## config.mk

```make
export PLATFORM = sky130hd
export DESIGN_NAME = gak_seq
export DESIGN_NICKNAME = d
export VERILOG_FILES = /design/src/rtl/core/gak_pkg.sv /design/src/rtl/core/gak_seq.sv
export SDC_FILE = /design/constraint.sdc
export NUM_CORES = 1
export LEC_CHECK = 0
export CAP_MARGIN = 20
export CORE_MARGIN = 4
export CORE_UTILIZATION = 41
export CTS_CLUSTER_DIAMETER = 100
export DETAILED_ROUTE_END_ITERATION = 8
export DONT_BUFFER_PORTS = 1
export HOLD_SLACK_MARGIN = 0.12
export REMOVE_ABC_BUFFERS = 1
export SLEW_MARGIN = 30
export SYNTH_ARGS = -nofsm -noshare
export SYNTH_HDL_FRONTEND = slang
export SYNTH_SLANG_ARGS = --single-unit
```

## constraint.sdc

```tcl
create_clock -name clk -period 3 [get_ports clk]
set_clock_uncertainty 0.15 [all_clocks]
set_input_delay 0.3 -clock clk [delete_from_list [all_inputs] [get_ports clk]]
set_output_delay 0.3 -clock clk [all_outputs]
set_load 0.05 [all_outputs]
```

## src/rtl/core/gak_pkg.sv

```systemverilog
// Shared types, constants and helpers for the gyro/accelerometer angle Kalman filter.
// Holds the microcode table, the saturating arithmetic and the fixed-point multiply.
// Depends on nothing; every other file imports it.
package gak_pkg;

    localparam int WORD_W = 32;
    localparam int FRAC   = 30;
    localparam int CFG_W  = 31;
    localparam int CIDX_W = 3;
    localparam int ADDR_W = 4;
    localparam int MEM_D  = 1 << ADDR_W;
    localparam int PC_W   = 6;
    localparam int OP_W   = 3;
    localparam int SA_W   = 3;
    localparam int SB_W   = 2;
    localparam int Q_W    = WORD_W - 1;
    localparam int CNT_W  = $clog2(Q_W);
    localparam int PROD_W = 2 * WORD_W;
    localparam int SHR_W  = PROD_W - FRAC;

    typedef logic signed [WORD_W-1:0] word_t;

    localparam logic [WORD_W-1:0] W_MAX  = {1'b0, {(WORD_W-1){1'b1}}};
    localparam logic [WORD_W-1:0] W_MIN  = {1'b1, {(WORD_W-1){1'b0}}};
    localparam logic [WORD_W-1:0] ONE_Q  = WORD_W'(64'd1 << FRAC);
    localparam logic [Q_W-1:0]    GAIN_MAX = {Q_W{1'b1}};

    // Configuration register indexes and reset values.
    localparam logic [CIDX_W-1:0] CFG_QA = CIDX_W'(0);
    localparam logic [CIDX_W-1:0] CFG_QB = CIDX_W'(1);
    localparam logic [CIDX_W-1:0] CFG_RN = CIDX_W'(2);
    localparam logic [CIDX_W-1:0] CFG_DT = CIDX_W'(3);
    localparam logic [CFG_W-1:0]  QA_RST = CFG_W'(1073742);
    localparam logic [CFG_W-1:0]  QB_RST = CFG_W'(3221225);
    localparam logic [CFG_W-1:0]  RN_RST = CFG_W'(536870912);
    localparam logic [CFG_W-1:0]  DT_RST = CFG_W'(1073742);

    // Micro-operations.
    localparam logic [OP_W-1:0] OP_ADD = OP_W'(0);
    localparam logic [OP_W-1:0] OP_SUB = OP_W'(1);
    localparam logic [OP_W-1:0] OP_MUL = OP_W'(2);
    localparam logic [OP_W-1:0] OP_DIV = OP_W'(3);
    localparam logic [OP_W-1:0] OP_OUT = OP_W'(4);
    localparam logic [OP_W-1:0] OP_END = OP_W'(5);

    // Operand A sources.
    localparam logic [SA_W-1:0] SA_MEM  = SA_W'(0);
    localparam logic [SA_W-1:0] SA_GYRO = SA_W'(1);
    localparam logic [SA_W-1:0] SA_MEAS = SA_W'(2);
    localparam logic [SA_W-1:0] SA_QA   = SA_W'(3);
    localparam logic [SA_W-1:0] SA_QB   = SA_W'(4);
    localparam logic [SA_W-1:0] SA_RN   = SA_W'(5);
    localparam logic [SA_W-1:0] SA_ZERO = SA_W'(6);
    localparam logic [SA_W-1:0] SA_ONE  = SA_W'(7);

    // Operand B sources.
    localparam logic [SB_W-1:0] SB_MEM  = SB_W'(0);
    localparam logic [SB_W-1:0] SB_DT   = SB_W'(1);
    localparam logic [SB_W-1:0] SB_ZERO = SB_W'(2);

    // Scratch memory map.
    localparam logic [ADDR_W-1:0] A_ANG  = ADDR_W'(0);
    localparam logic [ADDR_W-1:0] A_BIAS = ADDR_W'(1);
    localparam logic [ADDR_W-1:0] A_PAA  = ADDR_W'(2);
    localparam logic [ADDR_W-1:0] A_PAB  = ADDR_W'(3);
    localparam logic [ADDR_W-1:0] A_PBA  = ADDR_W'(4);
    localparam logic [ADDR_W-1:0] A_PBB  = ADDR_W'(5);
    localparam logic [ADDR_W-1:0] A_X    = ADDR_W'(6);
    localparam logic [ADDR_W-1:0] A_M    = ADDR_W'(7);
    localparam logic [ADDR_W-1:0] A_D    = ADDR_W'(8);
    localparam logic [ADDR_W-1:0] A_ERR  = ADDR_W'(9);
    localparam logic [ADDR_W-1:0] A_E    = ADDR_W'(10);
    localparam logic [ADDR_W-1:0] A_K0   = ADDR_W'(11);
    localparam logic [ADDR_W-1:0] A_K1   = ADDR_W'(12);

    localparam logic [PC_W-1:0] PC_INIT = PC_W'(0);
    localparam logic [PC_W-1:0] PC_ITEM = PC_W'(7);

    typedef struct packed {
        logic [OP_W-1:0]   op;
        logic [SA_W-1:0]   src_a;
        logic [SB_W-1:0]   src_b;
        logic [ADDR_W-1:0] addr_a;
        logic [ADDR_W-1:0] addr_b;
        logic [ADDR_W-1:0] dst;
    } uword_t;

    typedef struct packed {
        uword_t word;
        logic   ph_read;
        logic   ph_exec;
        logic   ph_wb;
        logic   ph_wait;
        logic   accept;
    } seq_cmd_t;

    typedef struct packed {
        logic div_done;
        logic out_free;
    } dp_stat_t;

    typedef struct packed {
        logic [CFG_W-1:0] qa;
        logic [CFG_W-1:0] qb;
        logic [CFG_W-1:0] rn;
        logic [CFG_W-1:0] dt;
    } cfg_t;

    function automatic uword_t uw(input logic [OP_W-1:0] op, input logic [SA_W-1:0] sa,
                                  input logic [SB_W-1:0] sb, input logic [ADDR_W-1:0] aa,
                                  input logic [ADDR_W-1:0] ab, input logic [ADDR_W-1:0] d);
        uword_t w;
        w.op     = op;
        w.src_a  = sa;
        w.src_b  = sb;
        w.addr_a = aa;
        w.addr_b = ab;
        w.dst    = d;
        return w;
    endfunction

    // Microcode. The first block initialises the filter state after reset; the second runs
    // one predict and correct pass for an item and presents the result.
    function automatic uword_t rom_word(input logic [PC_W-1:0] pc);
        uword_t w;
        case (pc)
            PC_W'(0):  w = uw(OP_ADD, SA_ZERO, SB_ZERO, A_ANG, A_ANG, A_ANG);
            PC_W'(1):  w = uw(OP_ADD, SA_ZERO, SB_ZERO, A_ANG, A_ANG, A_BIAS);
            PC_W'(2):  w = uw(OP_ADD, SA_ONE,  SB_ZERO, A_ANG, A_ANG, A_PAA);
            PC_W'(3):  w = uw(OP_ADD, SA_ZERO, SB_ZERO, A_ANG, A_ANG, A_PAB);
            PC_W'(4):  w = uw(OP_ADD, SA_ZERO, SB_ZERO, A_ANG, A_ANG, A_PBA);
            PC_W'(5):  w = uw(OP_ADD, SA_ONE,  SB_ZERO, A_ANG, A_ANG, A_PBB);
            PC_W'(6):  w = uw(OP_END, SA_ZERO, SB_ZERO, A_ANG, A_ANG, A_ANG);
            // Predict the angle.
            PC_W'(7):  w = uw(OP_SUB, SA_GYRO, SB_MEM,  A_ANG, A_BIAS, A_X);
            PC_W'(8):  w = uw(OP_MUL, SA_MEM,  SB_DT,   A_X,   A_ANG,  A_M);
            PC_W'(9):  w = uw(OP_ADD, SA_MEM,  SB_MEM,  A_ANG, A_M,    A_ANG);
            // Integrate the covariance derivative.
            PC_W'(10): w = uw(OP_SUB, SA_QA,   SB_MEM,  A_ANG, A_PAB,  A_D);
            PC_W'(11): w = uw(OP_SUB, SA_MEM,  SB_MEM,  A_D,   A_PBA,  A_D);
            PC_W'(12): w = uw(OP_MUL, SA_MEM,  SB_DT,   A_D,   A_ANG,  A_M);
            PC_W'(13): w = uw(OP_ADD, SA_MEM,  SB_MEM,  A_PAA, A_M,    A_PAA);
            PC_W'(14): w = uw(OP_SUB, SA_ZERO, SB_MEM,  A_ANG, A_PBB,  A_D);
            PC_W'(15): w = uw(OP_MUL, SA_MEM,  SB_DT,   A_D,   A_ANG,  A_M);
            PC_W'(16): w = uw(OP_ADD, SA_MEM,  SB_MEM,  A_PAB, A_M,    A_PAB);
            PC_W'(17): w = uw(OP_ADD, SA_MEM,  SB_MEM,  A_PBA, A_M,    A_PBA);
            PC_W'(18): w = uw(OP_MUL, SA_QB,   SB_DT,   A_ANG, A_ANG,  A_M);
            PC_W'(19): w = uw(OP_ADD, SA_MEM,  SB_MEM,  A_PBB, A_M,    A_PBB);
            // Innovation and gains.
            PC_W'(20): w = uw(OP_SUB, SA_MEAS, SB_MEM,  A_ANG, A_ANG,  A_ERR);
            PC_W'(21): w = uw(OP_ADD, SA_RN,   SB_MEM,  A_ANG, A_PAA,  A_E);
            PC_W'(22): w = uw(OP_DIV, SA_MEM,  SB_MEM,  A_PAA, A_E,    A_K0);
            PC_W'(23): w = uw(OP_DIV, SA_MEM,  SB_MEM,  A_PBA, A_E,    A_K1);
            // Correct the covariance; the lower row goes first so it sees the old upper row.
            PC_W'(24): w = uw(OP_MUL, SA_MEM,  SB_MEM,  A_K1,  A_PAA,  A_M);
            PC_W'(25): w = uw(OP_SUB, SA_MEM,  SB_MEM,  A_PBA, A_M,    A_PBA);
            PC_W'(26): w = uw(OP_MUL, SA_MEM,  SB_MEM,  A_K1,  A_PAB,  A_M);
            PC_W'(27): w = uw(OP_SUB, SA_MEM,  SB_MEM,  A_PBB, A_M,    A_PBB);
            PC_W'(28): w = uw(OP_MUL, SA_MEM,  SB_MEM,  A_K0,  A_PAA,  A_M);
            PC_W'(29): w = uw(OP_SUB, SA_MEM,  SB_MEM,  A_PAA, A_M,    A_PAA);
            PC_W'(30): w = uw(OP_MUL, SA_MEM,  SB_MEM,  A_K0,  A_PAB,  A_M);
            PC_W'(31): w = uw(OP_SUB, SA_MEM,  SB_MEM,  A_PAB, A_M,    A_PAB);
            // Correct the angle and the bias.
            PC_W'(32): w = uw(OP_MUL, SA_MEM,  SB_MEM,  A_K0,  A_ERR,  A_M);
            PC_W'(33): w = uw(OP_ADD, SA_MEM,  SB_MEM,  A_ANG, A_M,    A_ANG);
            PC_W'(34): w = uw(OP_MUL, SA_MEM,  SB_MEM,  A_K1,  A_ERR,  A_M);
            PC_W'(35): w = uw(OP_ADD, SA_MEM,  SB_MEM,  A_BIAS, A_M,   A_BIAS);
            // Result.
            PC_W'(36): w = uw(OP_SUB, SA_GYRO, SB_MEM,  A_ANG, A_BIAS, A_X);
            PC_W'(37): w = uw(OP_OUT, SA_MEM,  SB_MEM,  A_ANG, A_X,    A_ANG);
            default:   w = uw(OP_END, SA_ZERO, SB_ZERO, A_ANG, A_ANG,  A_ANG);
        endcase
        return w;
    endfunction

    // Saturating add or subtract on one word.
    function automatic word_t sat_addsub(input word_t a, input word_t b, input logic sub);
        logic signed [WORD_W:0] ea;
        logic signed [WORD_W:0] eb;
        logic signed [WORD_W:0] s;
        ea = {a[WORD_W-1], a};
        eb = {b[WORD_W-1], b};
        s  = sub ? (ea - eb) : (ea + eb);
        if (s[WORD_W] != s[WORD_W-1])
        begin
            return s[WORD_W] ? W_MIN : W_MAX;
        end
        return s[WORD_W-1:0];
    endfunction

    // Full product shifted right by FRAC, truncated toward zero, saturated to one word.
    function automatic word_t mul_q(input logic signed [PROD_W-1:0] p);
        logic [PROD_W-1:0] m;
        logic [SHR_W-1:0]  s;
        word_t             r;
        m = p[PROD_W-1] ? PROD_W'(-p) : PROD_W'(p);
        s = m[PROD_W-1:FRAC];
        r = s[WORD_W-1:0];
        if (!p[PROD_W-1])
        begin
            if (s > SHR_W'(W_MAX))
            begin
                return W_MAX;
            end
            return r;
        end
        if (s > SHR_W'(W_MIN))
        begin
            return W_MIN;
        end
        return -r;
    endfunction

endpackage

```

## src/rtl/core/gak_seq.sv

```systemverilog
// Microcode sequencer: step counter, microcode table lookup and the phase of each step.
// Each step reads its operands, executes, and writes back when the unit needs it. Uses gak_pkg.
module gak_seq
    import gak_pkg::*;
(
    input  logic     clk,
    input  logic     rst_n,
    input  logic     in_valid,
    output logic     in_stall,
    input  dp_stat_t stat,
    output seq_cmd_t cmd
);

    localparam logic [2:0] ST_IDLE = 3'd0;
    localparam logic [2:0] ST_READ = 3'd1;
    localparam logic [2:0] ST_EXEC = 3'd2;
    localparam logic [2:0] ST_WB   = 3'd3;
    localparam logic [2:0] ST_WAIT = 3'd4;

    logic [2:0]      state_reg;
    logic [2:0]      state_next;
    logic [PC_W-1:0] pc_reg;
    logic [PC_W-1:0] pc_next;
    uword_t          word;

    assign word = rom_word(pc_reg);

    always_comb
    begin
        state_next = state_reg;
        pc_next    = pc_reg;
        case (state_reg)
            ST_IDLE:
            begin
                if (in_valid)
                begin
                    pc_next    = PC_ITEM;
                    state_next = ST_READ;
                end
            end
            ST_READ:
            begin
                state_next = (word.op == OP_END) ? ST_IDLE : ST_EXEC;
            end
            ST_EXEC:
            begin
                case (word.op)
                    OP_MUL:
                    begin
                        state_next = ST_WB;
                    end
                    OP_DIV:
                    begin
                        state_next = ST_WAIT;
                    end
                    OP_OUT:
                    begin
                        // Hold here until the result register can take the new result.
                        if (stat.out_free)
                        begin
                            pc_next    = pc_reg + PC_W'(1);
                            state_next = ST_READ;
                        end
                    end
                    default:
                    begin
                        pc_next    = pc_reg + PC_W'(1);
                        state_next = ST_READ;
                    end
                endcase
            end
            ST_WB:
            begin
                pc_next    = pc_reg + PC_W'(1);
                state_next = ST_READ;
            end
            ST_WAIT:
            begin
                if (stat.div_done)
                begin
                    pc_next    = pc_reg + PC_W'(1);
                    state_next = ST_READ;
                end
            end
            default:
            begin
                state_next = ST_IDLE;
            end
        endcase
    end

    always_ff @(posedge clk or negedge rst_n)
    begin
        if (!rst_n)
        begin
            state_reg <= ST_READ;
            pc_reg    <= PC_INIT;
        end
        else
        begin
            state_reg <= state_next;
            pc_reg    <= pc_next;
        end
    end

    assign in_stall    = (state_reg != ST_IDLE);
    assign cmd.word    = word;
    assign cmd.ph_read = (state_reg == ST_READ);
    assign cmd.ph_exec = (state_reg == ST_EXEC);
    assign cmd.ph_wb   = (state_reg == ST_WB);
    assign cmd.ph_wait = (state_reg == ST_WAIT);
    assign cmd.accept  = in_valid && (state_reg == ST_IDLE);

endmodule

```

## Word-level counts from Yosys, hierarchy flattened

Memories as Yosys holds them, arrays and structs flattened.
Index checks and enable logic that the tools add are counted.

- $add $sub $neg: 1
- Magnitude comparators: 0
- Muxes and demuxes: 11
- Reductions and logical operators: 7
- Equality and inequality tests: 12
- Div/mod/pow operators: 0
- Shift operators: 0
- Bitwise operators: 0
- $mul: 0

Operators with widths:

| kind | count |
|---|---|
| case mux 6 bit (4 select lines) | 1 |
| two-way mux 6 bit | 3 |
| case mux 3 bit (5 select lines) | 1 |
| equality test 3 x 2 -> 1 bit, second input constant | 4 |
| case mux 6 bit (2 select lines) | 1 |
| equality test 3 bit, second input constant | 3 |
| two-way mux 3 bit | 3 |
| case mux 3 bit (3 select lines) | 1 |
| adder 6 x 1 -> 6 bit, second input constant | 1 |
| inequality test 2 bit, second input constant | 3 |
| AND reduction 5 bit | 1 |
| nonzero test 4 bit | 1 |
| equality test 3 x 1 -> 1 bit, second input constant | 1 |
| zero test 3 bit | 1 |
| inequality test 3 bit, second input constant | 1 |
| AND reduction 3 bit | 1 |
| nonzero test 3 bit | 1 |
| two-way mux 2 bit | 1 |
| OR reduction 2 bit | 1 |
| logical AND 1 bit | 1 |

- Register bits after elaboration: 9
- RAM bits: 0
- Memories kept: 1
- Logic and storage cells: 34
- Bits in read-only memories: 1280
- Latch bits: 0
- Input port bits: 5
- Output and inout bits: 26

Memories:

| name | depth | width | read ports | clocked after memory_dff | write ports | line | source |
|---|---|---|---|---|---|---|---|
| (name not given) | 64 | 20 | 1 | 0 | 0 | gak_pkg.sv:126 | `case (pc)` |

## Logic depth before layout (Yosys ltp)

An unclocked memory read counts as a cell.

- Depth after elaboration: 5
- Gate-level depth with buffers: 9
- Gate-level depth less buffers: 8

## Worst setup path after synthesis

Ideal clock, no wire load.

- Path type: register to output
- Start point: register pc_reg[0]
- End point: output cmd[5] (netlist bit)
- Arrival: 2.850 ns
- Required time: 2.550 ns
- Path slack: -0.300 ns
- Cell stages (with the launch flop): 8
- Buffers on the path: 1
- Cell sequence: dfrtp_1 clkbuf_1 inv_1 ha_1 nand2b_1 nand2_1 a211oi_1 o32ai_1

RTL lines:

| what | line | source |
|---|---|---|
| from (decl) | gak_seq.sv:22 | `logic [PC_W-1:0] pc_reg;` |
| from (signal assigned) | gak_seq.sv:102 | `pc_reg <= pc_next;` |
| to (decl) | gak_seq.sv:11 | `output seq_cmd_t cmd` |

==> out/qor.txt <==
run status - finished clean
initial antenna violation count - 0
Worst EP arrival - 2.30 ns
most common cell after layout, fill and taps aside - buf_4
final wirelength - 4529 microns
Largest register FFs - 6
Avg WL per Cell - 15.56 microns
first drt pass iteration count - 5
GRT Total Usage - 0.2007
number of max-cap violations - 0
largest family of logic cells by synthesized area - compound AO/OA/AOI/OAI gates
CP max stage delay - 0.72 ns
FFs w/ async S/R, synth - 1.000
final setup fails - 0
CP endpoint kind - output port
fmax - 363.1 MHz
Synth Area in XOR/XNOR - 0.01174
register area share after synthesis - 0.1517
Root Driver - clkbuf_4
Die W - 68.34 microns
vias per cell - 5.890
H-tree Lvls - 1
CTS buffer count - 3
fin crit period - 2.754 ns
worst hold path class - input pin to async pin
WS Path Type - flop to output port
post-CTS setup buffers - 0
Worst Path Required - 2.55 ns
CTS max path bufs - 2
Resized Gates After CTS - 0
EDFF count, synth - 0
Cell Area, Synth - 1493 sq um
drc violations - 0
die height - 68.34 microns
DR iter-0 viols - 209
worst path cell trace - inv_1 -> and2_1 -> nor2_1 -> o21ai_0 -> a221o_1
fin util - 0.5275
vias in the first global route - 1499
starting density of the core - 0.4370
total grt overflow - 0
CTS tree - yes
commonest non-fill, non-tap cells in the layout - 36 x buf_4, 30 x nor2_1, 24 x nand2_1
ANT cells - 0
cell family with most CP delay - flip-flops
Final nets - 260
RePlAce Congestion - 0.9391
largest net degree at the start of global routing - 21
core area - 3416 sq um
first-pass GRT wire length - 7286 microns
number of distinct library cells after synthesis - 51
mux share of post-synthesis cell area - 0.02179
DPL Wire Length - 3379 microns
Clock transition at path regs - 0.06 ns
clock sinks - 9
Routed Antenna Nets - 0
FP Rows - 21
worst-path cell with the longest stage delay - dfrtp_1
clock latency on the worst-skew pair - 0.25 ns
Buf/Inv on CP - 1
area grow syn2layout - 20.70%
worst-margin pin slew - 0.6210 ns
ys flop type - dfrtp_1
synth warn - 0
via count - 1714
Final Max Slew Viols - 0
# port buffers - 0
Synth Register Bits - 9
final worst path period share - 0.9181
Cells after Synth - 221
Min Hold Slack - 0.2499 ns
synthesized area per cell - 6.754 sq um
boundary pin count - 31
Simple-Gate Fraction of Synth Area - 0.3009
Compound-Gate Fraction of Synth Area - 0.3571
Hold Fails Final Rpt - 0
startpoint types - flop
final setup TNS - 0 ns
maximum fanout along the worst path - 18
Post-Synth Adder-Cell Area - 0.07544
hold_buf cts - 2
Max transition margin - 0.5860
layout cells sized above 1 - 0.2163
RSZ-0062 raised after global routing - false
die area - 4670 sq um
[path summary, 6_finish.rpt]
path                              start           end  slack (ns)  cells after the start
max                           pc_reg[4]       cmd[11]        0.25                      5
max reg2reg                   pc_reg[4]     pc_reg[0]        0.43                      6
max in group asynchronous         rst_n  state_reg[0]        2.13                      1
min reg2reg                state_reg[2]  state_reg[0]        0.51                      3
min                               rst_n     pc_reg[3]        0.25                      1
min in group clk                stat[1]  state_reg[0]        0.28                      3
[worst reg2reg max path: stages (launching register included)]
cell and delay [ns]:
dfrtp_1 0.60, inv_1 0.41, nor2_1 0.11, a311o_2 0.38, o31ai_4 0.40, o21ai_2 0.14, mux2_2 0.28
[layer usage]
| layer | GRT usage | share of wire | up-vias |
|---|---|---|---|
| met5 | 0 | 0 | - |
| met4 | 0.02978 | 0.0020 | 0 |
| met3 | 0.01970 | 0.062 | 4 |
| met2 | 0.3225 | 0.48 | 79 |
| met1 | 0.2935 | 0.46 | 781 |
| li1 | - | - | 850 |
[per-stage QoR]
step / area [sq um] / instances / worst slack [ns]
after floorplan: 1398 / 203 / -0.2417
after global placement: 1755 / 285 / 0.4967
after detailed placement: 1755 / 285 / 0.4721
after CTS: 1802 / 291 / 0.2750
after global routing: 1802 / 291 / 0.03784
final: 1802 / 291 / 0.2456
[cell type report]
| type | count | area (sq um) |
|---|---|---|
| Timing Repair Buffer | 38 | 290.3 |
| Multi-Input combinational cell | 187 | 1175 |
| Clock buffer | 4 | 26.28 |
| Tap cell | 46 | 57.56 |
| Fill cell | 357 | 1614 |
| Inverter | 7 | 26.28 |
| Sequential cell | 9 | 226.5 |
[kinds of logic (layout without fill, tap and decap cells)]
| group | count (synthesis) | in the layout |
|---|---|---|
| AO/OA/AOI/OAI | 80 | 80 |
| multiplexers | 3 | 3 |
| buffers and inverters | 25 | 49 |
| adder cells (fa/ha/maj) | 9 | 9 |
| XOR/XNOR | 2 | 2 |
| flip-flops | 9 | 9 |
| AND/OR/NAND/NOR | 93 | 93 |
[synth_stat cells (all sizes together), types with 2 or more instances]
cell type | n | area, sq um
a211oi | 6 | 45.04
a21o | 2 | 15.01
a21oi | 15 | 75.07
a22oi | 3 | 22.52
a31oi | 4 | 25.02
and2 | 5 | 31.28
and3 | 2 | 12.51
buf | 8 | 57.55
clkbuf | 10 | 37.54
dfrtp | 8 | 200.2
ha | 9 | 112.6
inv | 7 | 26.28
mux2 | 2 | 22.52
nand2 | 24 | 90.09
nand2b | 6 | 37.54
nand3 | 6 | 30.03
nand3b | 2 | 15.01
nor2 | 30 | 112.6
nor2b | 8 | 50.05
nor3 | 2 | 10.01
o21ai | 28 | 143.9
o21bai | 2 | 15.01
o31ai | 4 | 43.79
o32ai | 3 | 26.28
or3 | 3 | 18.77
xnor2 | 2 | 17.52
Power is not shown: default switching activity piles up to over one toggle a cycle in this logic, so the estimate is an artifact.
