## src/rtl/core/gak_pkg.sv

```systemverilog
// Shared types, constants and helpers for the gyro/accelerometer angle Kalman filter.
// Holds the microcode table, the saturating arithmetic and the fixed-point multiply.
// Depends on nothing; every other file imports it.
package gak_pkg;

    localparam int WORD_W = 32;
    localparam int FRAC   = 30;
    localparam int CFG_W  = 31;
    localparam int CIDX_W = 3;
    localparam int ADDR_W = 4;
    localparam int MEM_D  = 1 << ADDR_W;
    localparam int PC_W   = 6;
    localparam int OP_W   = 3;
    localparam int SA_W   = 3;
    localparam int SB_W   = 2;
    localparam int Q_W    = WORD_W - 1;
    localparam int CNT_W  = $clog2(Q_W);
    localparam int PROD_W = 2 * WORD_W;
    localparam int SHR_W  = PROD_W - FRAC;

    typedef logic signed [WORD_W-1:0] word_t;

    localparam logic [WORD_W-1:0] W_MAX  = {1'b0, {(WORD_W-1){1'b1}}};
    localparam logic [WORD_W-1:0] W_MIN  = {1'b1, {(WORD_W-1){1'b0}}};
    localparam logic [WORD_W-1:0] ONE_Q  = WORD_W'(64'd1 << FRAC);
    localparam logic [Q_W-1:0]    GAIN_MAX = {Q_W{1'b1}};

    // Configuration register indexes and reset values.
    localparam logic [CIDX_W-1:0] CFG_QA = CIDX_W'(0);
    localparam logic [CIDX_W-1:0] CFG_QB = CIDX_W'(1);
    localparam logic [CIDX_W-1:0] CFG_RN = CIDX_W'(2);
    localparam logic [CIDX_W-1:0] CFG_DT = CIDX_W'(3);
    localparam logic [CFG_W-1:0]  QA_RST = CFG_W'(1073742);
    localparam logic [CFG_W-1:0]  QB_RST = CFG_W'(3221225);
    localparam logic [CFG_W-1:0]  RN_RST = CFG_W'(536870912);
    localparam logic [CFG_W-1:0]  DT_RST = CFG_W'(1073742);

    // Micro-operations.
    localparam logic [OP_W-1:0] OP_ADD = OP_W'(0);
    localparam logic [OP_W-1:0] OP_SUB = OP_W'(1);
    localparam logic [OP_W-1:0] OP_MUL = OP_W'(2);
    localparam logic [OP_W-1:0] OP_DIV = OP_W'(3);
    localparam logic [OP_W-1:0] OP_OUT = OP_W'(4);
    localparam logic [OP_W-1:0] OP_END = OP_W'(5);

    // Operand A sources.
    localparam logic [SA_W-1:0] SA_MEM  = SA_W'(0);
    localparam logic [SA_W-1:0] SA_GYRO = SA_W'(1);
    localparam logic [SA_W-1:0] SA_MEAS = SA_W'(2);
    localparam logic [SA_W-1:0] SA_QA   = SA_W'(3);
    localparam logic [SA_W-1:0] SA_QB   = SA_W'(4);
    localparam logic [SA_W-1:0] SA_RN   = SA_W'(5);
    localparam logic [SA_W-1:0] SA_ZERO = SA_W'(6);
    localparam logic [SA_W-1:0] SA_ONE  = SA_W'(7);

    // Operand B sources.
    localparam logic [SB_W-1:0] SB_MEM  = SB_W'(0);
    localparam logic [SB_W-1:0] SB_DT   = SB_W'(1);
    localparam logic [SB_W-1:0] SB_ZERO = SB_W'(2);

    // Scratch memory map.
    localparam logic [ADDR_W-1:0] A_ANG  = ADDR_W'(0);
    localparam logic [ADDR_W-1:0] A_BIAS = ADDR_W'(1);
    localparam logic [ADDR_W-1:0] A_PAA  = ADDR_W'(2);
    localparam logic [ADDR_W-1:0] A_PAB  = ADDR_W'(3);
    localparam logic [ADDR_W-1:0] A_PBA  = ADDR_W'(4);
    localparam logic [ADDR_W-1:0] A_PBB  = ADDR_W'(5);
    localparam logic [ADDR_W-1:0] A_X    = ADDR_W'(6);
    localparam logic [ADDR_W-1:0] A_M    = ADDR_W'(7);
    localparam logic [ADDR_W-1:0] A_D    = ADDR_W'(8);
    localparam logic [ADDR_W-1:0] A_ERR  = ADDR_W'(9);
    localparam logic [ADDR_W-1:0] A_E    = ADDR_W'(10);
    localparam logic [ADDR_W-1:0] A_K0   = ADDR_W'(11);
    localparam logic [ADDR_W-1:0] A_K1   = ADDR_W'(12);

    localparam logic [PC_W-1:0] PC_INIT = PC_W'(0);
    localparam logic [PC_W-1:0] PC_ITEM = PC_W'(7);

    typedef struct packed {
        logic [OP_W-1:0]   op;
        logic [SA_W-1:0]   src_a;
        logic [SB_W-1:0]   src_b;
        logic [ADDR_W-1:0] addr_a;
        logic [ADDR_W-1:0] addr_b;
        logic [ADDR_W-1:0] dst;
    } uword_t;

    typedef struct packed {
        uword_t word;
        logic   ph_read;
        logic   ph_exec;
        logic   ph_wb;
        logic   ph_wait;
        logic   accept;
    } seq_cmd_t;

    typedef struct packed {
        logic div_done;
        logic out_free;
    } dp_stat_t;

    typedef struct packed {
        logic [CFG_W-1:0] qa;
        logic [CFG_W-1:0] qb;
        logic [CFG_W-1:0] rn;
        logic [CFG_W-1:0] dt;
    } cfg_t;

    function automatic uword_t uw(input logic [OP_W-1:0] op, input logic [SA_W-1:0] sa,
                                  input logic [SB_W-1:0] sb, input logic [ADDR_W-1:0] aa,
                                  input logic [ADDR_W-1:0] ab, input logic [ADDR_W-1:0] d);
        uword_t w;
        w.op     = op;
        w.src_a  = sa;
        w.src_b  = sb;
        w.addr_a = aa;
        w.addr_b = ab;
        w.dst    = d;
        return w;
    endfunction

    // Microcode. The first block initialises the filter state after reset; the second runs
    // one predict and correct pass for an item and presents the result.
    function automatic uword_t rom_word(input logic [PC_W-1:0] pc);
        uword_t w;
        case (pc)
            PC_W'(0):  w = uw(OP_ADD, SA_ZERO, SB_ZERO, A_ANG, A_ANG, A_ANG);
            PC_W'(1):  w = uw(OP_ADD, SA_ZERO, SB_ZERO, A_ANG, A_ANG, A_BIAS);
            PC_W'(2):  w = uw(OP_ADD, SA_ONE,  SB_ZERO, A_ANG, A_ANG, A_PAA);
            PC_W'(3):  w = uw(OP_ADD, SA_ZERO, SB_ZERO, A_ANG, A_ANG, A_PAB);
            PC_W'(4):  w = uw(OP_ADD, SA_ZERO, SB_ZERO, A_ANG, A_ANG, A_PBA);
            PC_W'(5):  w = uw(OP_ADD, SA_ONE,  SB_ZERO, A_ANG, A_ANG, A_PBB);
            PC_W'(6):  w = uw(OP_END, SA_ZERO, SB_ZERO, A_ANG, A_ANG, A_ANG);
            // Predict the angle.
            PC_W'(7):  w = uw(OP_SUB, SA_GYRO, SB_MEM,  A_ANG, A_BIAS, A_X);
            PC_W'(8):  w = uw(OP_MUL, SA_MEM,  SB_DT,   A_X,   A_ANG,  A_M);
            PC_W'(9):  w = uw(OP_ADD, SA_MEM,  SB_MEM,  A_ANG, A_M,    A_ANG);
            // Integrate the covariance derivative.
            PC_W'(10): w = uw(OP_SUB, SA_QA,   SB_MEM,  A_ANG, A_PAB,  A_D);
            PC_W'(11): w = uw(OP_SUB, SA_MEM,  SB_MEM,  A_D,   A_PBA,  A_D);
            PC_W'(12): w = uw(OP_MUL, SA_MEM,  SB_DT,   A_D,   A_ANG,  A_M);
            PC_W'(13): w = uw(OP_ADD, SA_MEM,  SB_MEM,  A_PAA, A_M,    A_PAA);
            PC_W'(14): w = uw(OP_SUB, SA_ZERO, SB_MEM,  A_ANG, A_PBB,  A_D);
            PC_W'(15): w = uw(OP_MUL, SA_MEM,  SB_DT,   A_D,   A_ANG,  A_M);
            PC_W'(16): w = uw(OP_ADD, SA_MEM,  SB_MEM,  A_PAB, A_M,    A_PAB);
            PC_W'(17): w = uw(OP_ADD, SA_MEM,  SB_MEM,  A_PBA, A_M,    A_PBA);
            PC_W'(18): w = uw(OP_MUL, SA_QB,   SB_DT,   A_ANG, A_ANG,  A_M);
            PC_W'(19): w = uw(OP_ADD, SA_MEM,  SB_MEM,  A_PBB, A_M,    A_PBB);
            // Innovation and gains.
            PC_W'(20): w = uw(OP_SUB, SA_MEAS, SB_MEM,  A_ANG, A_ANG,  A_ERR);
            PC_W'(21): w = uw(OP_ADD, SA_RN,   SB_MEM,  A_ANG, A_PAA,  A_E);
            PC_W'(22): w = uw(OP_DIV, SA_MEM,  SB_MEM,  A_PAA, A_E,    A_K0);
            PC_W'(23): w = uw(OP_DIV, SA_MEM,  SB_MEM,  A_PBA, A_E,    A_K1);
            // Correct the covariance; the lower row goes first so it sees the old upper row.
            PC_W'(24): w = uw(OP_MUL, SA_MEM,  SB_MEM,  A_K1,  A_PAA,  A_M);
            PC_W'(25): w = uw(OP_SUB, SA_MEM,  SB_MEM,  A_PBA, A_M,    A_PBA);
            PC_W'(26): w = uw(OP_MUL, SA_MEM,  SB_MEM,  A_K1,  A_PAB,  A_M);
            PC_W'(27): w = uw(OP_SUB, SA_MEM,  SB_MEM,  A_PBB, A_M,    A_PBB);
            PC_W'(28): w = uw(OP_MUL, SA_MEM,  SB_MEM,  A_K0,  A_PAA,  A_M);
            PC_W'(29): w = uw(OP_SUB, SA_MEM,  SB_MEM,  A_PAA, A_M,    A_PAA);
            PC_W'(30): w = uw(OP_MUL, SA_MEM,  SB_MEM,  A_K0,  A_PAB,  A_M);
            PC_W'(31): w = uw(OP_SUB, SA_MEM,  SB_MEM,  A_PAB, A_M,    A_PAB);
            // Correct the angle and the bias.
            PC_W'(32): w = uw(OP_MUL, SA_MEM,  SB_MEM,  A_K0,  A_ERR,  A_M);
            PC_W'(33): w = uw(OP_ADD, SA_MEM,  SB_MEM,  A_ANG, A_M,    A_ANG);
            PC_W'(34): w = uw(OP_MUL, SA_MEM,  SB_MEM,  A_K1,  A_ERR,  A_M);
            PC_W'(35): w = uw(OP_ADD, SA_MEM,  SB_MEM,  A_BIAS, A_M,   A_BIAS);
            // Result.
            PC_W'(36): w = uw(OP_SUB, SA_GYRO, SB_MEM,  A_ANG, A_BIAS, A_X);
            PC_W'(37): w = uw(OP_OUT, SA_MEM,  SB_MEM,  A_ANG, A_X,    A_ANG);
            default:   w = uw(OP_END, SA_ZERO, SB_ZERO, A_ANG, A_ANG,  A_ANG);
        endcase
        return w;
    endfunction

    // Saturating add or subtract on one word.
    function automatic word_t sat_addsub(input word_t a, input word_t b, input logic sub);
        logic signed [WORD_W:0] ea;
        logic signed [WORD_W:0] eb;
        logic signed [WORD_W:0] s;
        ea = {a[WORD_W-1], a};
        eb = {b[WORD_W-1], b};
        s  = sub ? (ea - eb) : (ea + eb);
        if (s[WORD_W] != s[WORD_W-1])
        begin
            return s[WORD_W] ? W_MIN : W_MAX;
        end
        return s[WORD_W-1:0];
    endfunction

    // Full product shifted right by FRAC, truncated toward zero, saturated to one word.
    function automatic word_t mul_q(input logic signed [PROD_W-1:0] p);
        logic [PROD_W-1:0] m;
        logic [SHR_W-1:0]  s;
        word_t             r;
        m = p[PROD_W-1] ? PROD_W'(-p) : PROD_W'(p);
        s = m[PROD_W-1:FRAC];
        r = s[WORD_W-1:0];
        if (!p[PROD_W-1])
        begin
            if (s > SHR_W'(W_MAX))
            begin
                return W_MAX;
            end
            return r;
        end
        if (s > SHR_W'(W_MIN))
        begin
            return W_MIN;
        end
        return -r;
    endfunction

endpackage

```

## src/rtl/core/gak_div.sv

```systemverilog
// Gain divider: (num * 2^30) / den, truncated toward zero, magnitude capped at 2^31-1.
// Restoring division, one quotient bit per cycle. Uses gak_pkg.
module gak_div
    import gak_pkg::*;
(
    input  logic  clk,
    input  logic  rst_n,
    input  logic  start,
    input  word_t num,
    input  word_t den,
    output logic  done,
    output word_t quot
);

    logic              busy_reg;
    logic              fin_reg;
    logic              done_reg;
    logic [CNT_W-1:0]  cnt_reg;
    logic [Q_W-1:0]    rem_reg;
    logic [Q_W-1:0]    den_reg;
    logic [Q_W-1:0]    q_reg;
    logic              lsb_reg;
    logic              neg_reg;
    word_t             quot_reg;

    logic [WORD_W-1:0] num_mag;
    logic              den_bad;
    logic              too_big;
    logic [WORD_W-1:0] r_sh;
    logic              ge;
    logic [WORD_W-1:0] diff;

    always_comb
    begin
        num_mag = num[WORD_W-1] ? WORD_W'(-num) : WORD_W'(num);
        den_bad = den[WORD_W-1] || (den == '0);
        // The quotient reaches 2^31 exactly when the numerator is at least twice the divisor.
        too_big = num_mag >= {den[Q_W-1:0], 1'b0};
        r_sh    = {rem_reg, lsb_reg};
        ge      = r_sh >= {1'b0, den_reg};
        diff    = r_sh - {1'b0, den_reg};
    end

    always_ff @(posedge clk or negedge rst_n)
    begin
        if (!rst_n)
        begin
            busy_reg <= 1'b0;
            fin_reg  <= 1'b0;
            done_reg <= 1'b0;
        end
        else
        begin
            done_reg <= 1'b0;
            if (start)
            begin
                if (den_bad || too_big)
                begin
                    done_reg <= 1'b1;
                end
                else
                begin
                    busy_reg <= 1'b1;
                end
            end
            else if (busy_reg)
            begin
                if (cnt_reg == '0)
                begin
                    busy_reg <= 1'b0;
                    fin_reg  <= 1'b1;
                end
            end
            else if (fin_reg)
            begin
                fin_reg  <= 1'b0;
                done_reg <= 1'b1;
            end
        end
    end

    always_ff @(posedge clk)
    begin
        if (start)
        begin
            rem_reg <= num_mag[WORD_W-1:1];
            lsb_reg <= num_mag[0];
            den_reg <= den[Q_W-1:0];
            neg_reg <= num[WORD_W-1];
            q_reg   <= '0;
            cnt_reg <= CNT_W'(Q_W - 1);
            if (den_bad)
            begin
                quot_reg <= '0;
            end
            else if (num[WORD_W-1])
            begin
                quot_reg <= -word_t'({1'b0, GAIN_MAX});
            end
            else
            begin
                quot_reg <= {1'b0, GAIN_MAX};
            end
        end
        else if (busy_reg)
        begin
            rem_reg <= ge ? diff[Q_W-1:0] : r_sh[Q_W-1:0];
            q_reg   <= {q_reg[Q_W-2:0], ge};
            lsb_reg <= 1'b0;
            cnt_reg <= cnt_reg - CNT_W'(1);
        end
        else if (fin_reg)
        begin
            quot_reg <= neg_reg ? -word_t'({1'b0, q_reg}) : word_t'({1'b0, q_reg});
        end
    end

    assign done = done_reg;
    assign quot = quot_reg;

endmodule

```

## src/rtl/core/gak_dp.sv

```systemverilog
// Datapath: scratch memory for the filter state, operand selection, saturating adder,
// fixed-point multiplier, the gain divider and the result register. Uses gak_pkg, gak_div.
module gak_dp
    import gak_pkg::*;
(
    input  logic     clk,
    input  logic     rst_n,
    input  seq_cmd_t cmd,
    input  cfg_t     cfg,
    input  word_t    measured_angle,
    input  word_t    gyro_rate,
    output dp_stat_t stat,
    output logic     out_valid,
    input  logic     out_stall,
    output word_t    angle_out,
    output word_t    rate_out
);

    word_t                     state_mem [MEM_D];
    word_t                     rd_a_reg;
    word_t                     rd_b_reg;
    word_t                     meas_reg;
    word_t                     gyro_reg;
    logic signed [PROD_W-1:0]  prod_reg;
    logic                      out_valid_reg;
    word_t                     angle_out_reg;
    word_t                     rate_out_reg;

    word_t opa;
    word_t opb;
    word_t alu_res;
    word_t wr_data;
    logic  wr_en;
    logic  div_start;
    logic  div_done;
    word_t div_quot;
    logic  out_free;
    logic  out_load;

    always_comb
    begin
        case (cmd.word.src_a)
            SA_MEM:  opa = rd_a_reg;
            SA_GYRO: opa = gyro_reg;
            SA_MEAS: opa = meas_reg;
            SA_QA:   opa = {1'b0, cfg.qa};
            SA_QB:   opa = {1'b0, cfg.qb};
            SA_RN:   opa = {1'b0, cfg.rn};
            SA_ZERO: opa = '0;
            SA_ONE:  opa = ONE_Q;
            default: opa = '0;
        endcase
        case (cmd.word.src_b)
            SB_MEM:  opb = rd_b_reg;
            SB_DT:   opb = {1'b0, cfg.dt};
            SB_ZERO: opb = '0;
            default: opb = '0;
        endcase
    end

    assign alu_res   = sat_addsub(opa, opb, cmd.word.op == OP_SUB);
    assign div_start = cmd.ph_exec && (cmd.word.op == OP_DIV);
    assign out_free  = !out_valid_reg || !out_stall;
    assign out_load  = cmd.ph_exec && (cmd.word.op == OP_OUT) && out_free;

    always_comb
    begin
        wr_en   = 1'b0;
        wr_data = alu_res;
        if (cmd.ph_exec && (cmd.word.op == OP_ADD || cmd.word.op == OP_SUB))
        begin
            wr_en = 1'b1;
        end
        else if (cmd.ph_wb)
        begin
            wr_en   = 1'b1;
            wr_data = mul_q(prod_reg);
        end
        else if (cmd.ph_wait && div_done)
        begin
            wr_en   = 1'b1;
            wr_data = div_quot;
        end
    end

    always_ff @(posedge clk)
    begin
        if (wr_en)
        begin
            state_mem[cmd.word.dst] <= wr_data;
        end
        if (cmd.ph_read)
        begin
            rd_a_reg <= state_mem[cmd.word.addr_a];
            rd_b_reg <= state_mem[cmd.word.addr_b];
        end
    end

    always_ff @(posedge clk)
    begin
        if (cmd.accept)
        begin
            meas_reg <= measured_angle;
            gyro_reg <= gyro_rate;
        end
        if (cmd.ph_exec)
        begin
            prod_reg <= PROD_W'(opa) * PROD_W'(opb);
        end
        if (out_load)
        begin
            angle_out_reg <= opa;
            rate_out_reg  <= opb;
        end
    end

    always_ff @(posedge clk or negedge rst_n)
    begin
        if (!rst_n)
        begin
            out_valid_reg <= 1'b0;
        end
        else if (out_load)
        begin
            out_valid_reg <= 1'b1;
        end
        else if (!out_stall)
        begin
            out_valid_reg <= 1'b0;
        end
    end

    gak_div u_div (
        .clk   (clk),
        .rst_n (rst_n),
        .start (div_start),
        .num   (opa),
        .den   (opb),
        .done  (div_done),
        .quot  (div_quot)
    );

    assign stat.div_done = div_done;
    assign stat.out_free = out_free;
    assign out_valid     = out_valid_reg;
    assign angle_out     = angle_out_reg;
    assign rate_out      = rate_out_reg;

endmodule

```

## config.mk

```make
export PLATFORM = sky130hd
export DESIGN_NAME = gak_dp
export DESIGN_NICKNAME = d
export VERILOG_FILES = /design/src/rtl/core/gak_pkg.sv /design/src/rtl/core/gak_div.sv /design/src/rtl/core/gak_dp.sv
export SDC_FILE = /design/constraint.sdc
export NUM_CORES = 2
export LEC_CHECK = 0
export BUFFER_PORTS_ARGS = -buffer_cell sky130_fd_sc_hd__buf_2
export CAP_MARGIN = 20
export CORE_MARGIN = 5
export CORE_UTILIZATION = 45
export DETAILED_ROUTE_END_ITERATION = 10
export PLACE_DENSITY = 0.6
export SLEW_MARGIN = 10
export SYNTH_ARGS = -nofsm -noshare
export SYNTH_HDL_FRONTEND = slang
export SYNTH_SLANG_ARGS = --single-unit
```

## constraint.sdc

```tcl
create_clock -name clk -period 24.3 [get_ports clk]
set_input_delay 4.86 -clock clk [delete_from_list [all_inputs] [get_ports clk]]
set_output_delay 4.86 -clock clk [all_outputs]
set_load 0.005 [all_outputs]
```

Word level (Yosys, flattened, before mapping):

Memory sizes are Yosys's and may differ from the RTL's. A register that Yosys moved wholly into a read port is not among the register bits.
Cells that the tools add are included.

* equal/unequal tests: 16
* bitwise logic cells: 1
* mux-type cells: 57
* $lt $le $gt $ge: 4
* $mul: 1
* reductions and logical operators: 20
* $add $sub $neg: 8

Operators by type and width (number)
* $mux W32: 19
* $pmux W32 S8: 1
* $mux W31: 3
* $mul A32 B32 Y64: 1
* $mux W64: 1
* $neg A32 Y32: 2
* $neg A64 Y64: 1
* $pmux W32 S2: 1
* $gt A34 B31 Y1 const B: 1
* $gt A34 B32 Y1 const B: 1
* $add A32 B32 Y33: 1
* $mux W33: 1
* $sub A32 B32 Y33: 1
* $ge A32 B31 Y1: 1
* $ge A32 B32 Y1: 1
* $logic_not A32 Y1: 1
* $neg A31 Y32: 1
* $mux W1: 31
* $sub A31 B31 Y31: 1
* $eq A3 B3 Y1 const B: 5
* $eq A3 B2 Y1 const B: 3
* $eq A3 B1 Y1 const B: 2
* $logic_not A3 Y1: 2
* $ne A2 B2 Y1 const B: 3
* other kinds (12): 22

* input port bits: 216
* memories: 1
* output and inout bits: 67
* register bits after elaboration: 328
* word-level logic and storage cells: 124
* RAM bits: 512

Memories
* state_mem: depth 16, bits a word 32, rd ports 2, clocked after memory_dff 2, wr ports 1, RTL line gak_dp.sv:19 `word_t state_mem [MEM_D];`

Logic depth before layout (Yosys ltp):

* depth after elaboration: 14
* gate-level depth with buffers: 37
* gate-level depth less buffers: 33

Modules after synthesis:

A second synthesis with hierarchy kept.

* cells, all modules: 7112
* area, all modules: 81573.2 um^2

Modules (own cells, without submodules)
* gak_dp: instances 1, cells each 6122, seq. area each 23087.1 um^2, area an instance 72422.0 um^2
* gak_div: instances 1, cells each 990, seq. area each 3678.5 um^2, area an instance 9151.3 um^2

Worst setup path before layout:

Ideal clock, no wire load.

* kind: input to register
* from: in cmd[17] (netlist bit)
* to: reg prod_reg[60] (data pin)
* arrival: 13734 ps
* path buffers: 5
* stages on the path: 29
* data required time: 24042 ps
* path slack: 10308 ps
* setup time: 258 ps
* cell sequence: buf_6 buf_2 buf_2 buf_1 mux2i_1 or2_2 clkbuf_1 clkinv_1 nand2_1 inv_1 fa_1 fa_1 fa_1 fa_1 inv_1 fa_1 inv_1 fa_1 fa_1 fa_1 ha_1 nor2b_1 o21ai_0 nand2b_1 or3_1 o21ai_0 o31ai_1 a31oi_1 xnor2_1

* longest elaborated chain between the ends: 3
* elaborated cells between the ends (all ways): 4
* those cells by class: mul (1); eq/ne (1); mux (1); reduce/logical (1)

Ends and longest elaborated chain
* start, declared: RTL line gak_dp.sv:8 `input seq_cmd_t cmd,`
* $eq A2 B1 Y1 / $logic_not A2 Y1 (equally long branches): RTL line gak_dp.sv:53 `case (cmd.word.src_b)`
* $pmux W32 S2 (*): RTL line gak_dp.sv:53
* $mul A32 B32 Y64 (*): RTL line gak_dp.sv:108 `prod_reg <= PROD_W'(opa) * PROD_W'(opb);`
* end signal, assigned: RTL line gak_dp.sv:108
* end, declared: RTL line gak_dp.sv:24 `logic signed [PROD_W-1:0] prod_reg;`

Mark *: on every way between the ends. The rest lies on a longest branch, timed or not.
A chain may end at the register's enable or synchronous reset.

Worst setup path after layout:

* from: in cmd[19] (netlist bit)
* to: reg prod_reg[60] (data pin)

* longest elaborated chain between the ends: 3
* elaborated cells between the ends (all ways): 10
* those cells by class: mul (1); eq/ne (7); mux (1); reduce/logical (1)

Ends and longest elaborated chain
* $eq A3 B3 Y1, or another cell as far along: RTL line gak_dp.sv:42 `case (cmd.word.src_a)`
* $pmux W32 S8 (*): RTL line gak_dp.sv:42
* $mul A32 B32 Y64 (*): RTL line gak_dp.sv:108

Marks and branches as above.

==> results.json <==
{
  "status": "complete, no violations",
  "post_synth_main_area_contributors": "sky130_fd_sc_hd__edfxtp_1 (32%), sky130_fd_sc_hd__fa_1 (27%), sky130_fd_sc_hd__mux4_2 (8.9%), sky130_fd_sc_hd__inv_1 (5.0%), sky130_fd_sc_hd__ha_1 (4.4%)",
  "max-cap-violations": 0,
  "io_buffers": 282,
  "core-area_um2": 179000,
  "grt_max_degree": 65,
  "yosys_most_used_dff": "sky130_fd_sc_hd__edfxtp_1",
  "fin_crit_sh": 0.644,
  "worst_skew_pair.late_latency_ns": 0.78,
  "cell_type_with_the_highest_occurrence_count_on_the_critical_path": "sky130_fd_sc_hd__fa_1",
  "min_period_ns": 15.65,
  "vias_post_dr": 56389,
  "grt_overflow_total": 0,
  "clockBufferDepth": 3,
  "number_of_failing_setup_endpoints_in_the_final_timing_report": 0,
  "mappedNetlistArea_um2": 81000,
  "gp_congestion": 0.969,
  "largest_register_ff_count": 512,
  "number_of_enable_flip_flop_cells_after_synthesis": 864,
  "cts-htree-levels": 3,
  "synth.yosys.seq_area_share": 0.331,
  "clk_pin_slew_worst_paths_ns": 0.06,
  "worst_path_max_delay_cell": "sky130_fd_sc_hd__clkinv_1",
  "placement_rows": 155,
  "floorplan.die_area_um2": 189000,
  "die_y_um": 434,
  "finalClockSkew_ns": 0.0603,
  "postCtsSetupBuffers": 0,
  "layout-drive-gt1-share": 0.146,
  "synth_top_area_frac": 0.320,
  "finalHoldViolations": 0,
  "ffs_latches_synth": 904,
  "areaGrowthSynthToFinish_pct": 10.2,
  "synth-warning-count": 0,
  "finalWirelength_mm": 269,
  "cp-start-kind": "primary input",
  "drt-pass1-iter-count": 6,
  "cts_sinks": 904,
  "grt_setup_unrepaired": "false",
  "post_synthesis_cell_count": 6981,
  "pin_count": 283,
  "finalSetupTns_ns": 0,
  "final_net_count": 8775,
  "hp-class": "reg2reg",
  "netlist.top_cell.by_area": "sky130_fd_sc_hd__edfxtp_1",
  "post_cts_resized": 0,
  "crit_required_ns": 24.81,
  "ys_types": 89,
  "tritoncts.num_buffers": 103,
  "cts_tree": "yes",
  "arrival_ns": 16.16,
  "dp_hpwl_mm": 193,
  "detailed_route_iter0_violations": 5420,
  "max_slew.worst_pin.slew_ns": 1.20,
  "slew_violations": 0,
  "synthesis.nets": 8567,
  "postSynth.asyncResetShare": 0.00442,
  "detail-route-antenna-nets": 0,
  "timing.critical_path.max_delay_family": "adder cells",
  "vias_per_cell": 5.85,
  "wire_per_inst_um": 27.9,
  "ctsHoldBuffers": 0,
  "grt_pass1_wl_mm": 397,
  "initial_utilization": 0.453,
  "die_x_um": 434,
  "max-slew-margin-rel": 0.196,
  "clock_tree_root": "sky130_fd_sc_hd__clkbuf_16",
  "max_freq_mhz": 63.9,
  "remaining_drc_errors": 0,
  "critPathMaxFanout": 46,
  "synth.avg_cell_area_um2": 11.6,
  "timing.critical_path.buf_inv": 4,
  "antenna_found_initial": 14,
  "endpoint_kind_of_the_worst_setup_timing_path": "flop",
  "first_global_vias": 58943,
  "worst_stage_delay_on_the_critical_path_ns": 0.94,
  "global_route.usage.total": 0.290,
  "timing.setup.critical_path_class": "in2reg"
}
## routing by layer
metal	track usage	vias up	wire length, um
li1	-	23823	-
met1	0.376	29239	103000
met2	0.467	2730	126000
met3	0.0709	591	26100
met4	0.123	6	13900
met5	0	-	35
## worst paths after layout
kind,cells past startpoint,end,slack (ns),startpoint
max in group asynchronous,1,u_div.busy_reg,20.23,rst_n
hold / removal,1,u_div.fin_reg,0.50,u_div.fin_reg
setup / recovery,28,prod_reg[60],8.65,cmd[19]
setup reg to reg,26,prod_reg[60],13.34,gyro_reg[17]
min in group asynchronous,1,u_div.done,3.91,rst_n
hold reg to reg,1,u_div.fin_reg,0.50,u_div.fin_reg
## cells in the mapped netlist (32+ instances only)
cell / count
sky130_fd_sc_hd__nand4_1: 37
sky130_fd_sc_hd__a21oi_1: 180
sky130_fd_sc_hd__xnor2_1: 165
sky130_fd_sc_hd__a21o_1: 76
sky130_fd_sc_hd__o21a_1: 32
sky130_fd_sc_hd__nor3_1: 44
sky130_fd_sc_hd__clkbuf_1: 290
sky130_fd_sc_hd__nand3_1: 55
sky130_fd_sc_hd__o21ai_0: 179
sky130_fd_sc_hd__nor2_1: 750
sky130_fd_sc_hd__ha_1: 286
sky130_fd_sc_hd__nand2_1: 671
sky130_fd_sc_hd__edfxtp_1: 864
sky130_fd_sc_hd__xor2_1: 83
sky130_fd_sc_hd__mux4_2: 320
sky130_fd_sc_hd__buf_1: 45
sky130_fd_sc_hd__dfxtp_1: 36
sky130_fd_sc_hd__fa_1: 1084
sky130_fd_sc_hd__inv_1: 1074
sky130_fd_sc_hd__nand2b_1: 36
sky130_fd_sc_hd__mux2i_1: 132
## per-stage QoR
step | hold slack [ns] | worst slack, ns | std cells | cell area (um2) | utilization
after detailed placement | 0.487 | 7.97 | 9434 | 85700 | 0.479
after floorplan | 0.461 | 10.31 | 6981 | 81000 | -
after CTS | 0.500 | 8.75 | 9625 | 89100 | 0.498
after global routing | 0.511 | 8.27 | 9633 | 89200 | 0.499
after global placement | 0.477 | 8.09 | 9432 | 85700 | 0.479
final | 0.502 | 8.65 | 9636 | 89200 | 0.499
## placed cells by master, fill, tap and decap left out, types with 18 or more instances in the layout
cell type                   instances
sky130_fd_sc_hd__a211oi_1          22
sky130_fd_sc_hd__a21o_1            76
sky130_fd_sc_hd__a21oi_1          177
sky130_fd_sc_hd__a22oi_1           19
sky130_fd_sc_hd__a31oi_1           28
sky130_fd_sc_hd__and3_1            22
sky130_fd_sc_hd__buf_2            275
sky130_fd_sc_hd__buf_4            195
sky130_fd_sc_hd__clkbuf_1          22
sky130_fd_sc_hd__clkbuf_16        104
sky130_fd_sc_hd__clkinv_1          42
sky130_fd_sc_hd__dfxtp_1           36
sky130_fd_sc_hd__edfxtp_1         864
sky130_fd_sc_hd__fa_1            1084
sky130_fd_sc_hd__ha_1             286
sky130_fd_sc_hd__inv_1           1072
sky130_fd_sc_hd__mux2i_1          132
sky130_fd_sc_hd__mux4_2           320
sky130_fd_sc_hd__nand2_1          671
sky130_fd_sc_hd__nand2b_1          36
sky130_fd_sc_hd__nand3_1           55
sky130_fd_sc_hd__nand3b_1          18
sky130_fd_sc_hd__nand4_1           37
sky130_fd_sc_hd__nor2_1           713
sky130_fd_sc_hd__nor2_4            21
sky130_fd_sc_hd__nor2b_1           27
sky130_fd_sc_hd__nor3_1            40
sky130_fd_sc_hd__nor4_1            20
sky130_fd_sc_hd__o211ai_1          28
sky130_fd_sc_hd__o21a_1            32
sky130_fd_sc_hd__o21ai_0          174
sky130_fd_sc_hd__o31ai_1           26
sky130_fd_sc_hd__or3_1             22
sky130_fd_sc_hd__xnor2_1          165
sky130_fd_sc_hd__xor2_1            83
## area by class of cell
| type | instances | area, um2 |
|---|---|---|
| sequential | 904 | 26800 |
| clock inverter | 64 | 694 |
| multi-input combinational | 4603 | 49000 |
| tap | 2355 | 2950 |
| timing repair buffer | 475 | 2930 |
| clock buffer | 127 | 2700 |
| fill | 15864 | 89600 |
| antenna | 6 | 15.0 |
| inverter | 1102 | 4140 |
## cells by family after synthesis
logic type,share of synthesized area
simple gates,0.0942
buf+inv,0.0693
fa+ha+maj,0.312
flops,0.331
compound gates,0.0603
mux,0.107
xor+xnor,0.0268
Power is not shown: default switching activity piles up to over one toggle a cycle in this logic, so the estimate is an artifact.
